[src/rtl/alsu_pkg.sv]
// Shared types, codes and condition evaluation for the load/store unit.
`timescale 1ns / 1ps

package alsu_pkg;

  localparam int unsigned WordW = 32;
  localparam int unsigned InDataW = 144;
  localparam int unsigned OutDataW = 136;

  typedef enum logic [3:0] {
    COND_EQ = 4'd0,
    COND_NE = 4'd1,
    COND_CS = 4'd2,
    COND_CC = 4'd3,
    COND_MI = 4'd4,
    COND_PL = 4'd5,
    COND_VS = 4'd6,
    COND_VC = 4'd7,
    COND_HI = 4'd8,
    COND_LS = 4'd9,
    COND_GE = 4'd10,
    COND_LT = 4'd11,
    COND_GT = 4'd12,
    COND_LE = 4'd13,
    COND_AL = 4'd14
  } cond_t;

  localparam logic [1:0] SIZE_BYTE = 2'd0;
  localparam logic [1:0] SIZE_HALF = 2'd1;

  localparam logic CMD_LOAD = 1'b0;
  localparam logic CMD_STORE = 1'b1;

  localparam logic [3:0] BE_BYTE = 4'b0001;
  localparam logic [3:0] BE_HALF = 4'b0011;
  localparam logic [3:0] BE_WORD = 4'b1111;

  typedef struct packed {
    logic             command;
    logic [1:0]       access_size;
    logic             sign_extend;
    logic             pre_index;
    logic             write_back;
    logic             offset_up;
    logic [3:0]       condition;
    logic [3:0]       flags_nzcv;
    logic [WordW-1:0] base_value;
    logic [WordW-1:0] offset_value;
    logic [WordW-1:0] store_value;
    logic [WordW-1:0] memory_word;
  } req_t;

  typedef struct packed {
    logic             executed;
    logic [WordW-1:0] access_address;
    logic [3:0]       byte_enable;
    logic [WordW-1:0] store_bytes;
    logic [WordW-1:0] load_result;
    logic             base_update;
    logic [WordW-1:0] base_new_value;
    logic             user_access;
  } res_t;

  function automatic logic cond_pass(input logic [3:0] cond, input logic [3:0] nzcv);
    logic n;
    logic z;
    logic c;
    logic v;
    logic pass;
    n = nzcv[3];
    z = nzcv[2];
    c = nzcv[1];
    v = nzcv[0];
    unique case (cond)
      COND_EQ: pass = z;
      COND_NE: pass = !z;
      COND_CS: pass = c;
      COND_CC: pass = !c;
      COND_MI: pass = n;
      COND_PL: pass = !n;
      COND_VS: pass = v;
      COND_VC: pass = !v;
      COND_HI: pass = c && !z;
      COND_LS: pass = !c || z;
      COND_GE: pass = (n == v);
      COND_LT: pass = (n != v);
      COND_GT: pass = !z && (n == v);
      COND_LE: pass = z || (n != v);
      COND_AL: pass = 1'b1;
      default: pass = 1'b0;
    endcase
    return pass;
  endfunction

endpackage

[src/rtl/alsu_exec.sv]
// Address generation, data formatting and writeback for one load/store request.
`timescale 1ns / 1ps

module alsu_exec (
  input  alsu_pkg::req_t req,
  output alsu_pkg::res_t res
);
  import alsu_pkg::*;

  logic             pass;
  logic [WordW-1:0] off;
  logic [WordW-1:0] addr;
  logic [WordW-1:0] post_addr;
  logic [3:0]       be;
  logic [WordW-1:0] sdata;
  logic [WordW-1:0] ldata;

  assign pass = cond_pass(req.condition, req.flags_nzcv);
  assign off = req.offset_up ? req.offset_value : (WordW'(0) - req.offset_value);
  assign addr = req.pre_index ? (req.base_value + off) : req.base_value;
  assign post_addr = req.base_value + off;

  always_comb begin
    case (req.access_size)
      SIZE_BYTE: begin
        be = BE_BYTE;
        sdata = {24'd0, req.store_value[7:0]};
        ldata = {{24{req.sign_extend & req.memory_word[7]}}, req.memory_word[7:0]};
      end
      SIZE_HALF: begin
        be = BE_HALF;
        sdata = {16'd0, req.store_value[15:0]};
        ldata = {{16{req.sign_extend & req.memory_word[15]}}, req.memory_word[15:0]};
      end
      default: begin
        be = BE_WORD;
        sdata = req.store_value;
        ldata = req.memory_word;
      end
    endcase
  end

  always_comb begin
    res = '0;
    if (pass) begin
      res.executed = 1'b1;
      res.access_address = addr;
      res.byte_enable = be;
      res.store_bytes = (req.command == CMD_STORE) ? sdata : '0;
      res.load_result = (req.command == CMD_LOAD) ? ldata : '0;
      res.base_update = !req.pre_index || req.write_back;
      if (req.pre_index) begin
        res.base_new_value = req.write_back ? addr : '0;
      end else begin
        res.base_new_value = post_addr;
      end
      res.user_access = !req.pre_index && req.write_back;
    end
  end

endmodule

[src/rtl/arm_load_store_unit.sv]
// Top level of the single load/store unit: input register, execute logic, result register.
//
// One request enters on the s_ group and one result leaves on the m_ group for every
// request. s_tuser carries the command (load or store); s_tdata carries the addressing
// bits, condition, flags, base, offset, store value and the memory word read at the
// address. The result gives the execute flag, effective address, byte enables, store
// lane data, extended load value and the base register writeback.
// A request is registered on acceptance, evaluated by one level of adders and muxes, and
// registered again as the result, which raises m_tvalid when the result register loads.
// Throughput is one request per cycle, since each register hands its request on
// whenever the stage after it is free or being emptied in the same cycle.
// When the receiver holds m_tready low, the result register holds its request and the
// input register still takes one more request; s_tready then drops until the result
// is taken. Reset clears both valid flags, so no result is pending after reset.
// A request whose condition fails still yields a result, with every field zero.
`timescale 1ns / 1ps

module arm_load_store_unit (
  input  logic                          clk,
  input  logic                          rst,
  input  logic                          s_tvalid,
  output logic                          s_tready,
  // tdata from bit 0: access_size[1:0], sign_extend, pre_index, write_back, offset_up,
  // condition[3:0], flags_nzcv[3:0], base_value[31:0], offset_value[31:0],
  // store_value[31:0], memory_word[31:0], zero fill.
  input  logic [alsu_pkg::InDataW-1:0]  s_tdata,
  // tuser: command.
  input  logic                          s_tuser,
  output logic                          m_tvalid,
  input  logic                          m_tready,
  // tdata from bit 0: executed, access_address[31:0], byte_enable[3:0],
  // store_bytes[31:0], load_result[31:0], base_update, base_new_value[31:0],
  // user_access, zero fill.
  output logic [alsu_pkg::OutDataW-1:0] m_tdata
);
  import alsu_pkg::*;

  logic in_valid;
  req_t in_req;
  res_t exec_res;
  logic out_valid;
  res_t out_res;
  logic out_load;

  assign out_load = in_valid && (!out_valid || m_tready);
  assign s_tready = !in_valid || out_load;

  always_ff @(posedge clk) begin
    if (rst) begin
      in_valid <= 1'b0;
    end else if (s_tready) begin
      in_valid <= s_tvalid;
    end
  end

  always_ff @(posedge clk) begin
    if (s_tvalid && s_tready) begin
      in_req.command <= s_tuser;
      in_req.access_size <= s_tdata[1:0];
      in_req.sign_extend <= s_tdata[2];
      in_req.pre_index <= s_tdata[3];
      in_req.write_back <= s_tdata[4];
      in_req.offset_up <= s_tdata[5];
      in_req.condition <= s_tdata[9:6];
      in_req.flags_nzcv <= s_tdata[13:10];
      in_req.base_value <= s_tdata[45:14];
      in_req.offset_value <= s_tdata[77:46];
      in_req.store_value <= s_tdata[109:78];
      in_req.memory_word <= s_tdata[141:110];
    end
  end

  alsu_exec u_exec (
    .req(in_req),
    .res(exec_res)
  );

  always_ff @(posedge clk) begin
    if (rst) begin
      out_valid <= 1'b0;
    end else if (out_load) begin
      out_valid <= 1'b1;
    end else if (m_tready) begin
      out_valid <= 1'b0;
    end
  end

  always_ff @(posedge clk) begin
    if (out_load) begin
      out_res <= exec_res;
    end
  end

  assign m_tvalid = out_valid;
  assign m_tdata = {1'b0, out_res.user_access, out_res.base_new_value, out_res.base_update,
                    out_res.load_result, out_res.store_bytes, out_res.byte_enable,
                    out_res.access_address, out_res.executed};

endmodule

[config.mk]
export PLATFORM = sky130hd
export DESIGN_NAME = arm_load_store_unit
export DESIGN_NICKNAME = d
export VERILOG_FILES = /design/src/rtl/alsu_pkg.sv /design/src/rtl/alsu_exec.sv /design/src/rtl/arm_load_store_unit.sv
export SDC_FILE = /design/constraint.sdc
export NUM_CORES = 1
export LEC_CHECK = 0
export BUFFER_PORTS_ARGS = -buffer_cell sky130_fd_sc_hd__buf_2
export CAP_MARGIN = 10
export CORE_MARGIN = 10
export CORE_UTILIZATION = 54
export DETAILED_ROUTE_END_ITERATION = 6
export GPL_ROUTABILITY_DRIVEN = 0
export PLACE_DENSITY_LB_ADDON = 0.15
export SYNTH_ARGS = -nofsm -noshare
export SYNTH_HDL_FRONTEND = slang
export SYNTH_SLANG_ARGS = --single-unit
[constraint.sdc]
create_clock -name clk -period 9.6 [get_ports clk]
set_input_delay 0.48 -clock clk [delete_from_list [all_inputs] [get_ports clk]]
set_output_delay 0.48 -clock clk [all_outputs]
set_load 0.1 [all_outputs]
# Word-level counts from Yosys, hierarchy flattened

Index checks and enable logic that the tools add are counted.

Register bits after elaboration: 280

Add/sub/neg operators: 2
Equal/unequal tests: 17
Muxes and demuxes: 13
Bitwise operators: 3
Reduce and logical (&&, ||, !) cells: 22

Operators by type and width:

| operator              | number |
|---|---|
| $mux 32               | 6 |
| $mux 135              | 1 |
| $pmux 32 s2           | 2 |
| $add 32x32->32        | 1 |
| $sub 1x32->32 const A | 1 |
| $eq 4x4->1 const B    | 7 |
| $eq 4x3->1 const B    | 4 |
| $pmux 1 s15           | 1 |
| $eq 4x2->1 const B    | 2 |
| $pmux 4 s2            | 1 |
| $logic_not 1->1       | 7 |
| $logic_and 1x1->1     | 5 |
| $logic_or 1x1->1      | 5 |
| $eq 4x1->1 const B    | 1 |
| $logic_not 4->1       | 1 |
| $and 1x1->1           | 2 |
| $eq 2x1->1 const B    | 1 |
| $logic_not 2->1       | 1 |
| $mux 1                | 2 |
| $reduce_and 2->1      | 1 |
| $reduce_bool 2->1     | 1 |
| $reduce_or 2->1       | 1 |
| $eq 1x1->1            | 1 |
| $ne 1x1->1            | 1 |
| $not 1->1             | 1 |

# Longest topological paths before layout

Gate-level depths: netlist of the first run.

Word-level depth: 7
Mapped depth: 17
Gate-level depth less buffers: 14

# By module

Synthesis of the first run repeated with hierarchy kept, for this count alone.

Cell total of the unflattened synthesis: 959
Area, all modules: 12,727.2 um^2

By module, submodules not included:

| module              | instances | cells an instance | area each (um^2) |
|---|---|---|---|
| arm_load_store_unit | 1         | 290               | 8,463.1 |
| alsu_exec           | 1         | 669               | 4,264.1 |

# Least setup slack after synthesis of the first run

No wires, ideal clock.

Path type: register -> register
From: register out_valid, in the netlist m_tvalid
To: register out_res (netlist bit m_tdata[0]) (enable)
Library setup time: 0.645 ns
Arrival: 6.881 ns
Required time: 8.955 ns
Slack: 2.074 ns
Stages on the path, launching flop included: 3
Period minus slack after synthesis: 7.526 ns
Cell sequence: dfxtp_1 > nor2b_1 > nor2b_1

Longest elaborated chain between the ends: 3

Ends and longest elaborated chain:

| element                | line                      | text |
|---|---|---|
| from (decl)            | arm_load_store_unit.sv:41 | `logic out_valid;` |
| from (signal assigned) | arm_load_store_unit.sv:80 | `out_valid <= 1'b0;` |
| from (signal assigned) | arm_load_store_unit.sv:82 | `out_valid <= 1'b1;` |
| from (signal assigned) | arm_load_store_unit.sv:84 | `out_valid <= 1'b0;` |
| $logic_not 1->1        | arm_load_store_unit.sv:45 | `assign out_load = in_valid && (!out_valid \|\| m_tready);` |
| $logic_or 1x1->1       | arm_load_store_unit.sv:45 |  |
| $logic_and 1x1->1      | arm_load_store_unit.sv:45 |  |
| net out_load           | arm_load_store_unit.sv:43 | `logic out_load;` |
| to (signal assigned)   | arm_load_store_unit.sv:90 | `out_res <= exec_res;` |
| to (decl)              | arm_load_store_unit.sv:42 | `res_t out_res;` |

The timed path passes the listed nets, and every way through them passes these cells.
A chain may end at the register's enable or synchronous reset.

# Worst setup path in the final report of the first run

From: register in_req[66] (netlist name)
To: register out_res (netlist bit m_tdata[27]) (data pin)

Longest elaborated chain between the ends: 4

Ends and longest elaborated chain:

| element            | line                      | text |
|---|---|---|
| from (decl)        | arm_load_store_unit.sv:39 | `req_t in_req;` |
| $sub 1x32->32      | alsu_exec.sv:19           | `assign off = req.offset_up ? req.offset_value : (WordW'(0) - req.offset_value);` |
| $mux 32 (*)        | alsu_exec.sv:19           |  |
| $add 32x32->32 (*) | alsu_exec.sv:20           | `assign addr = req.pre_index ? (req.base_value + off) : req.base_value;` |
| $mux 32 (*)        | alsu_exec.sv:20           |  |

Mark *: on every way between the ends. The rest lies on a longest branch, timed or not.

==> results.toml, run 1 <==
[timing]
slew_headroom_pct = 28.65
setup_viol = 0
finalSetupTns_ns = 0
final.setup_skew_ns = 0.01769
period_share_pct = 44.41
hold_viol = 0
drv_slew = 0
fmaxAchievable_mhz = 234.5
min_period_ns = 4.264
tightest_slew_ns = 1.070
rsz0062_at_grt = "false"

[global_route]
antenna_found_initial = 2
grt_pass1_wl_um = 45940
grt_use_total_pct = 20.14
grt_pass1_vias = 8411
grt_max_degree = 85
grt_overflow = 0

[logic_synthesis]
yosysWarnings = 0
ys_seq_area_share_pct = 67.35
ys_seq_elements = 279
synth_top_cell_by_area = "edfxtp_1"
synth-async-reset-ratio_pct = 0
synthCells = 929
synthTopCellsByCount = "277 x edfxtp_1, 85 x a21oi_1, 69 x nand2_1"
synth_top_area_share_pct = 67.03
avgSynthCellArea_um2 = 13.36
syn_area_um2 = 12410
synth_area_leaders = "edfxtp_1 67%, ha_1 3.6%, a21oi_1 3.4%"
synth_edf_count = 277
yosysMostFrequentCell = "edfxtp_1"
synth_nets = 1115
synth_ff_type = "edfxtp_1"
synth.distinct_cells = 71

[clock_network]
cts-root-buf = "clkbuf_16"
insertion_delay_ns = 0.54
cts.repair.resized = 0
cts_tree = "built"
htreeDepth = 1
ctsHoldBuffers = 0
cts_buffers = 30
cts_post_setup_buffers_inserted = 0
clock_sinks = 279
clk_pin_slew_worst_paths_ns = 0.05
clockBufferDepth = 3

[worst_setup_path]
crit_fanout = 11
endpoint_kind = "flip-flop"
worstSetupPathType = "reg2reg"
worstSetupStartpointType = "flip-flop"
crit_required_ns = 9.84
r2r-end = "m_tdata[27]"
startpoint = "in_req[66]"
crit-reg2reg-launch = "in_req[66]"
reg2reg_depth = 12
cp_data_arrival_time_ns = 4.50
endpoint = "m_tdata[27]"
reg2reg_slack_ns = 5.34

[placement]
dp_hpwl_um = 22370
numPortBuffers = 283

[drt]
met3_wirelength_um = 2582
top_layer_used = "met4"
dr_wl_met2_um = 14930
route.detailed.wl_per_inst_um = 20.41
routed_via_density = 5.605
num_vias = 8480
drtIter0Drc = 705
drc_errors = 0
wl_met1_um = 12410
ant_nets = 0
drt_pass1_iterations = 5
wl_um = 30890

[floorplanning]
dieArea_um2 = 29440
die_x_um = 171.6
num_io_pins = 287
die_height_um = 171.6
start_util_pct = 54.81
num_rows = 55
core_area_um2 = 22640

[worst_hold_path]
min-delay-path-class = "in2reg"

[run_status]
run_status = "finished, final reports clean"

[cells_and_area]
finalNetCount = 1395
drive_gt1_share_pct = 27.65
syn2layout_area_growth_pct = 20.15

[power]
p_leak_nw = 5.978
p_per_area_nw_per_um2 = 215.6
total_power_w = 0.003214
irDropWorstVdd_uv = 150.3

[job]
drv_cap = 0
area by class of cell:
| type | instances | area, µm² |
|---|---|---|
| sequential | 279 | 8358 |
| fill | 1690 | 7731 |
| multi-input combinational | 588 | 3800 |
| timing repair buffer | 289 | 1461 |
| clock buffer | 41 | 813.3 |
| tap | 285 | 356.6 |
| inverter | 21 | 78.83 |
| clock inverter | 8 | 36.28 |
| antenna | 2 | 5.005 |
cell usage in the layout (no fill, tap or decap), types with 26 or more instances in the layout:
cell type,n
edfxtp_1,277
nand2_1,69
and2_1,40
o21ai_0,26
ha_1,36
buf_2,283
a21oi_1,85
xor2_1,34
and3_1,31
clkbuf_16,31
nor2_1,61
critical path, cell delays in order (launching register included):
cell       delay, ns
edfxtp_1        0.48
nor4_2          0.44
nand3_1         0.36
nor2_1          0.19
a21oi_1         0.10
xor2_1          0.18
ha_1            0.50
and4_1          0.35
a311o_1         0.17
a31oi_1         0.13
a2111oi_0       0.71
or3b_1          0.24
a31oi_1         0.12
power breakdown:
group          total [W]  switching [W]  internal [W]
clock            0.00101       0.000427      0.000582
combinational   0.000724       0.000546      0.000179
sequential       0.00148      0.0000374       0.00144
total            0.00321        0.00101       0.00220
registers in the layout, indices dropped and copies added (netlist names):
name / count
in_valid: 1
in_req: 143
m_tdata: 134
m_tvalid: 1
metal layers:
layer / vias up / global-route usage [%]
met4: 0 / 6.919
met2: 358 / 33.89
met3: 62 / 4.194
met5: - / 0
met1: 4025 / 25.31
li1: 4035 / -
worst min path at each step:
| stage | end | slack (ns) | cells after the start | from |
|---|---|---|---|---|
| 2_1_floorplan | m_tvalid | 0.48 | 2 | in_valid |
| 3_3_place_gp | m_tdata[64] | 0.50 | 1 | in_req[59] |
| 3_5_place_dp | m_tdata[74] | 0.50 | 1 | in_req[5] |
| 4_1_cts | in_valid | 0.08 | 2 | rst |
| 5_1_grt | in_req[82] | 0.09 | 1 | s_tdata[64] |
| 6_report | in_valid | 0.10 | 2 | rst |
through the flow:
| stage | worst slack, ns | hold slack, ns | instances | utilization, % | area, µm² |
|---|---|---|---|---|---|
| 2_1_floorplan | 2.074 | 0.4778 | 929 | - | 12410 |
| 3_3_place_gp | 5.479 | 0.4996 | 1462 | 62.08 | 14050 |
| 3_5_place_dp | 5.381 | 0.5022 | 1462 | 62.08 | 14050 |
| 4_1_cts | 5.369 | 0.08046 | 1511 | 65.83 | 14900 |
| 5_1_grt | 4.980 | 0.08890 | 1513 | 65.85 | 14910 |
| 6_report | 5.336 | 0.1033 | 1513 | 65.85 | 14910 |
logic make-up (layout without fill, tap and decap cells):
family                   count (synthesis)  count (layout)  synth area share [%]
adder cells (fa/ha/maj)                 37              37                 3.791
XOR/XNOR                                55              55                 3.882
AND/OR/NAND/NOR                        278             278                 11.34
AO/OA/AOI/OAI                          200             200                 10.08
multiplexers                            17              17                 1.412
other                                    1               3               0.03022
flip-flops                             279             279                 67.35
buffers and inverters                   62             359                 2.107
No activity file was read; power rests on OpenSTA's default activity.
==> inputs of run 2 (changes only) <==
--- a/config.mk
+++ b/config.mk
@@ -8,7 +8,7 @@
 export BUFFER_PORTS_ARGS = -buffer_cell sky130_fd_sc_hd__buf_2
 export CAP_MARGIN = 10
 export CORE_MARGIN = 10
-export CORE_UTILIZATION = 54
+export CORE_UTILIZATION = 49
 export DETAILED_ROUTE_END_ITERATION = 6
 export GPL_ROUTABILITY_DRIVEN = 0
 export PLACE_DENSITY_LB_ADDON = 0.15
==> constraint.sdc (replaced) <==
create_clock -name clk -period 3.9 [get_ports clk]
set_input_delay 0.195 -clock clk [delete_from_list [all_inputs] [get_ports clk]]
set_output_delay 0.195 -clock clk [all_outputs]
set_load 0.1 [all_outputs]
==> results.toml, run 2 (same netlist as run 1, synthesis figures left out) <==
[timing]
hold_viol = 0
drv_slew = 0
min_period_ns = 3.722
rsz0062_at_grt = "true"
slew_headroom_pct = 35.76
final.setup_skew_ns = 0.02725
period_share_pct = 95.43
tightest_slew_ns = 0.9636
fin_ws_ns = 0.1781
setup_viol = 0
fmaxAchievable_mhz = 268.7

[clock_network]
clockBufferDepth = 3
cts-root-buf = "clkbuf_16"
clock_sinks = 279
htreeDepth = 1
insertion_delay_ns = 0.56
clk_pin_slew_worst_paths_ns = 0.06
cts_buffers = 29
cts_tree = "built"

[power]
p_leak_nw = 6.815
irDropWorstVdd_uv = 361.3
p_per_area_nw_per_um2 = 486.6

[global_route]
grt_pass1_wl_um = 51860
grt_max_degree = 69
grt_use_total_pct = 20.49
grt_pass1_vias = 9460
antenna_found_initial = 1
use_met2_pct = 35.15
met1_usage_pct = 25.89
grt_overflow = 0
grtUsageMet3_pct = 4.149
busiest_layer = "met2"

[drt]
ant_nets = 0
route.detailed.wl_per_inst_um = 19.29
wl_um = 33650
drt_pass1_iterations = 7
drc_errors = 0
num_vias = 9203
drtIter0Drc = 768
routed_via_density = 5.274

[run_status]
run_status = "finished, final reports clean"

[worst_hold_path]
min-delay-path-class = "in2reg"
holdCritStartpoint = "s_tvalid"

[cells_and_area]
largest_reg_flops = 143
fin_area_um2 = 16880
final_cell_mix = "283 x buf_2, 277 x edfxtp_1, 146 x dlygate4sd3_1, 82 x a21oi_1, 69 x nand2_1"
multi_input_area_um2 = 3889
syn2layout_area_growth_pct = 36.00
final_common_cell = "buf_2"
drive_gt1_share_pct = 28.15
regArea_um2 = 8358
nFillCells = 1844
top_register = "in_req"
finalNetCount = 1578

[worst_setup_path]
critical_path.top_delay_family = "simple AND/OR/NAND/NOR gates"
critPathBufInv = 2
worstSetupStartpointType = "flip-flop"
cp_data_arrival_time_ns = 4.00
crit_fanout = 8
crit_chain = "nor4_4, buf_4, and2_1, a21oi_1, xor2_1, ha_2, nand2_1, nor3_1, o31a_1, o21ai_2, and2_1, o311ai_0, buf_4, a31oi_1"
crit_slowest_cell = "edfxtp_1"
worstSetupPathType = "reg2reg"
cp_slowest_stage_delay_ns = 0.43
crit-reg2reg-launch = "in_req[66]"
crit_required_ns = 4.17
endpoint_kind = "flip-flop"
startpoint = "in_req[66]"

[floorplanning]
die_height_um = 179.1
start_util_pct = 49.57
core_area_um2 = 25040
die_x_um = 179.1
dieArea_um2 = 32090
num_rows = 58
num_io_pins = 287

[placement]
numPortBuffers = 283
placedInstanceArea_um2 = 14430
dp_hpwl_um = 23180
place_ws_ns = 0.04512

[job]
drv_cap = 0
## run 2: path summary, 6_finish.rpt
path,cells after the start,slack [ns],end
worst min register to register,1,0.51,m_tdata[49]
worst max-delay path,14,0.18,m_tdata[25]
worst max register to register,14,0.18,m_tdata[25]
worst min-delay path,2,0.30,in_req[123]
## run 2: timing repair
| action | in CTS | in global routing |
|---|---|---|
| gates resized for setup | 0 | 25 |
| hold endpoints to repair | 145 | 0 |
| setup endpoints to repair | 0 | 21 |
| buffers inserted | 0 | 1 |
| hold buffers | 146 | 0 |
## run 2: stage by stage
stage          power [W]  utilization [%]  TNS, ns  cells  hold WS (ns)
2_1_floorplan   0.005085                -        0    929        0.2674
3_3_place_gp    0.005535            57.62        0   1544        0.3709
3_5_place_dp    0.005551            57.62        0   1544        0.3702
4_1_cts         0.008250            67.02        0   1743        0.2803
5_1_grt         0.008562            67.41  -0.1692   1745        0.3134
6_report        0.008212            67.41        0   1745        0.3041
## run 2: worst register-to-register path: stages, from the launching register on
cell and delay [ns]:
edfxtp_1 0.43, nor4_4 0.39, buf_4 0.18, and2_1 0.14, a21oi_1 0.07, xor2_1 0.17, ha_2 0.41, nand2_1 0.12
nor3_1 0.22, o31a_1 0.29, o21ai_2 0.13, and2_1 0.17, o311ai_0 0.41, buf_4 0.20, a31oi_1 0.10
## run 2: area by class of cell
class	count	area share (%)
sequential	279	49.52
multi-input combinational	588	23.04
timing repair buffer	473	19.23
clock buffer	32	4.367
tap	330	2.446
clock inverter	21	0.9119
inverter	21	0.4670
antenna	1	0.01483
## run 2: where the power goes
| group | switching [W] | total (W) | internal (W) |
|---|---|---|---|
| Combinational | 0.00139 | 0.00198 | 0.000596 |
| Sequential | 0.000101 | 0.00365 | 0.00355 |
| Clock | 0.00114 | 0.00258 | 0.00144 |
## run 2: per-layer routing
layer / part of all wire [%] / vias to the layer above
li1: - / 4406
met1: 40 / 4415
met2: 50 / 331
met3: 7.9 / 51
met4: 2.4 / 0
met5: 0 / -
==> inputs of run 3 (changes only) <==
--- a/config.mk
+++ b/config.mk
@@ -5,7 +5,7 @@
 export SDC_FILE = /design/constraint.sdc
 export NUM_CORES = 1
 export LEC_CHECK = 0
-export BUFFER_PORTS_ARGS = -buffer_cell sky130_fd_sc_hd__buf_2
+export BUFFER_PORTS_ARGS = -buffer_cell sky130_fd_sc_hd__buf_4
 export CAP_MARGIN = 10
 export CORE_MARGIN = 10
 export CORE_UTILIZATION = 49
==> results.toml, run 3 (same netlist as run 1, synthesis figures left out) <==
[job]
drv_cap = 0

[worst_setup_path]
worstSetupPathType = "reg2reg"
worstSetupStartpointType = "flip-flop"
critical_path.top_delay_family = "simple AND/OR/NAND/NOR gates"
r2r-end = "m_tdata[27]"
crit_chain = "nor4_2, nand3_2, buf_4, nor2_1, a21oi_1, xor2_1, ha_1, and4_1, a311o_1, a31oi_1, a2111oi_1, buf_4, or3b_1, a31oi_1"
startpoint = "in_req[72]"
crit_slowest_cell = "edfxtp_1"
path_depth = 14
crit-reg2reg-launch = "in_req[72]"
critPathBufInv = 2
cp_data_arrival_time_ns = 4.07
endpoint = "m_tdata[27]"
crit_fanout = 5
endpoint_kind = "flip-flop"
reg2reg_slack_ns = 0.23
cp_slowest_stage_delay_ns = 0.44
crit_required_ns = 4.30
reg2reg_depth = 14

[cells_and_area]
multi_input_area_um2 = 3891
largest_reg_flops = 143
final_cell_mix = "323 x buf_4, 277 x edfxtp_1, 146 x dlygate4sd3_1, 82 x a21oi_1, 69 x nand2_1"
drive_gt1_share_pct = 28.71
syn2layout_area_growth_pct = 43.16
regArea_um2 = 8358
nFillCells = 1703
top_register = "in_req"
antenna_cells = 0
fin_cells = 1744
final_common_cell = "buf_4"
finalNetCount = 1577

[timing]
tightest_slew_ns = 0.9325
final.setup_skew_ns = 0.01013
drv_slew = 0
rsz0062_at_grt = "true"
min_period_ns = 3.669
finalSetupTns_ns = 0
hold_viol = 0
fin_ws_ns = 0.2305
fmaxAchievable_mhz = 272.5
slew_headroom_pct = 37.83
setup_viol = 0
period_share_pct = 94.09

[run_status]
run_status = "finished, final reports clean"

[clock_network]
insertion_delay_ns = 0.56
clockBufferDepth = 3
htreeDepth = 1
clock_sinks = 279
clk_pin_slew_worst_paths_ns = 0.06
cts_tree = "built"
cts_post_setup_buffers_inserted = 0
cts_buffers = 29
cts-root-buf = "clkbuf_16"

[floorplanning]
num_rows = 58
die_height_um = 179.1
num_io_pins = 287
core_area_um2 = 25040
die_x_um = 179.1
start_util_pct = 49.57
dieArea_um2 = 32090

[global_route]
grt_pass1_wl_um = 50960
grt_overflow = 0
grt_use_total_pct = 20.21
grt_max_degree = 69
antenna_found_initial = 0
grt_pass1_vias = 9416

[drt]
ant_nets = 0
wl_um = 33830
dr_wl_met2_um = 16960
wl_met1_um = 13380
drtIter0Drc = 628
drt_pass1_iterations = 5
route.detailed.wl_per_inst_um = 19.40
drc_errors = 0
routed_via_density = 5.254
top_layer_used = "met4"
num_vias = 9163
met3_wirelength_um = 2605

[placement]
place_ws_ns = 0.05451
numPortBuffers = 283
dp_hpwl_um = 23660
place_inst = 1544

[power]
p_leak_nw = 7.134
irDropWorstVdd_uv = 376.2
total_power_w = 0.008806
p_per_area_nw_per_um2 = 495.7

[worst_hold_path]
min-delay-path-class = "in2reg"
==> run 3: changes by cell type in the layout (fill, tap and decap cells not counted), sizes merged <==
| cell | change |
|---|---|
| diode | -1 |
| inv | +1 |
| clkbuf | -1 |
| clkinv | -9 |
| buf | -1 |
| bufinv | +7 |
| clkinvlp | +3 |
==> run 3: worst min path at each step <==
| stage | end | from | cells after the start | slack (ns) |
|---|---|---|---|---|
| 2_1_floorplan | in_valid | rst | 1 | 0.27 |
| 3_3_place_gp | in_valid | rst | 2 | 0.36 |
| 3_5_place_dp | in_valid | rst | 2 | 0.37 |
| 4_1_cts | in_req[16] | s_tvalid | 2 | 0.27 |
| 5_1_grt | in_req[28] | s_tvalid | 2 | 0.29 |
| 6_report | in_req[28] | s_tvalid | 2 | 0.28 |
==> run 3: timing repair <==
action	in CTS	in global routing
endpoints found under the hold margin	145	0
gates resized for setup	0	25
hold buffers	146	0
endpoints found under the setup margin	0	22
==> run 3: worst register-to-register path: stages (launching register included) <==
cell and delay (ns):
edfxtp_1 0.44, nor4_2 0.38, nand3_2 0.18, buf_4 0.19
nor2_1 0.08, a21oi_1 0.08, xor2_1 0.15, ha_1 0.33
and4_1 0.24, a311o_1 0.35, a31oi_1 0.26, a2111oi_1 0.10
buf_4 0.15, or3b_1 0.41, a31oi_1 0.18
==> run 3: per-stage QoR <==
| step | hold slack [ns] | utilization [%] | area (µm²) |
|---|---|---|---|
| detailed placement | 0.3683 | 60.45 | 15130 |
| floorplan | 0.2674 | - | 12420 |
| CTS | 0.2739 | 70.59 | 17670 |
| finish | 0.2772 | 70.96 | 17770 |
| global placement | 0.3649 | 60.45 | 15130 |
| global route | 0.2895 | 70.96 | 17770 |
==> run 3: layout make-up <==
| class | count | share of cell area (%) |
|---|---|---|
| Sequential cell | 279 | 47.05 |
| Timing Repair Buffer | 472 | 22.21 |
| Multi-Input combinational cell | 588 | 21.90 |
| Clock buffer | 31 | 4.127 |
| Tap cell | 330 | 2.324 |
| Clock inverter | 23 | 1.944 |
| Inverter | 21 | 0.4437 |
==> run 3: report_power, final <==
part,internal (W),switching [W]
Sequential,0.00355,0.000102
Combinational,0.000689,0.00140
Clock,0.00190,0.00116
Total,0.00614,0.00267
==> run 3: layer usage <==
layer | up-vias | track usage, %
met5 | - | 0
met4 | 0 | 6.081
met3 | 60 | 4.971
met2 | 325 | 34.80
met1 | 4364 | 24.62
li1 | 4414 | -
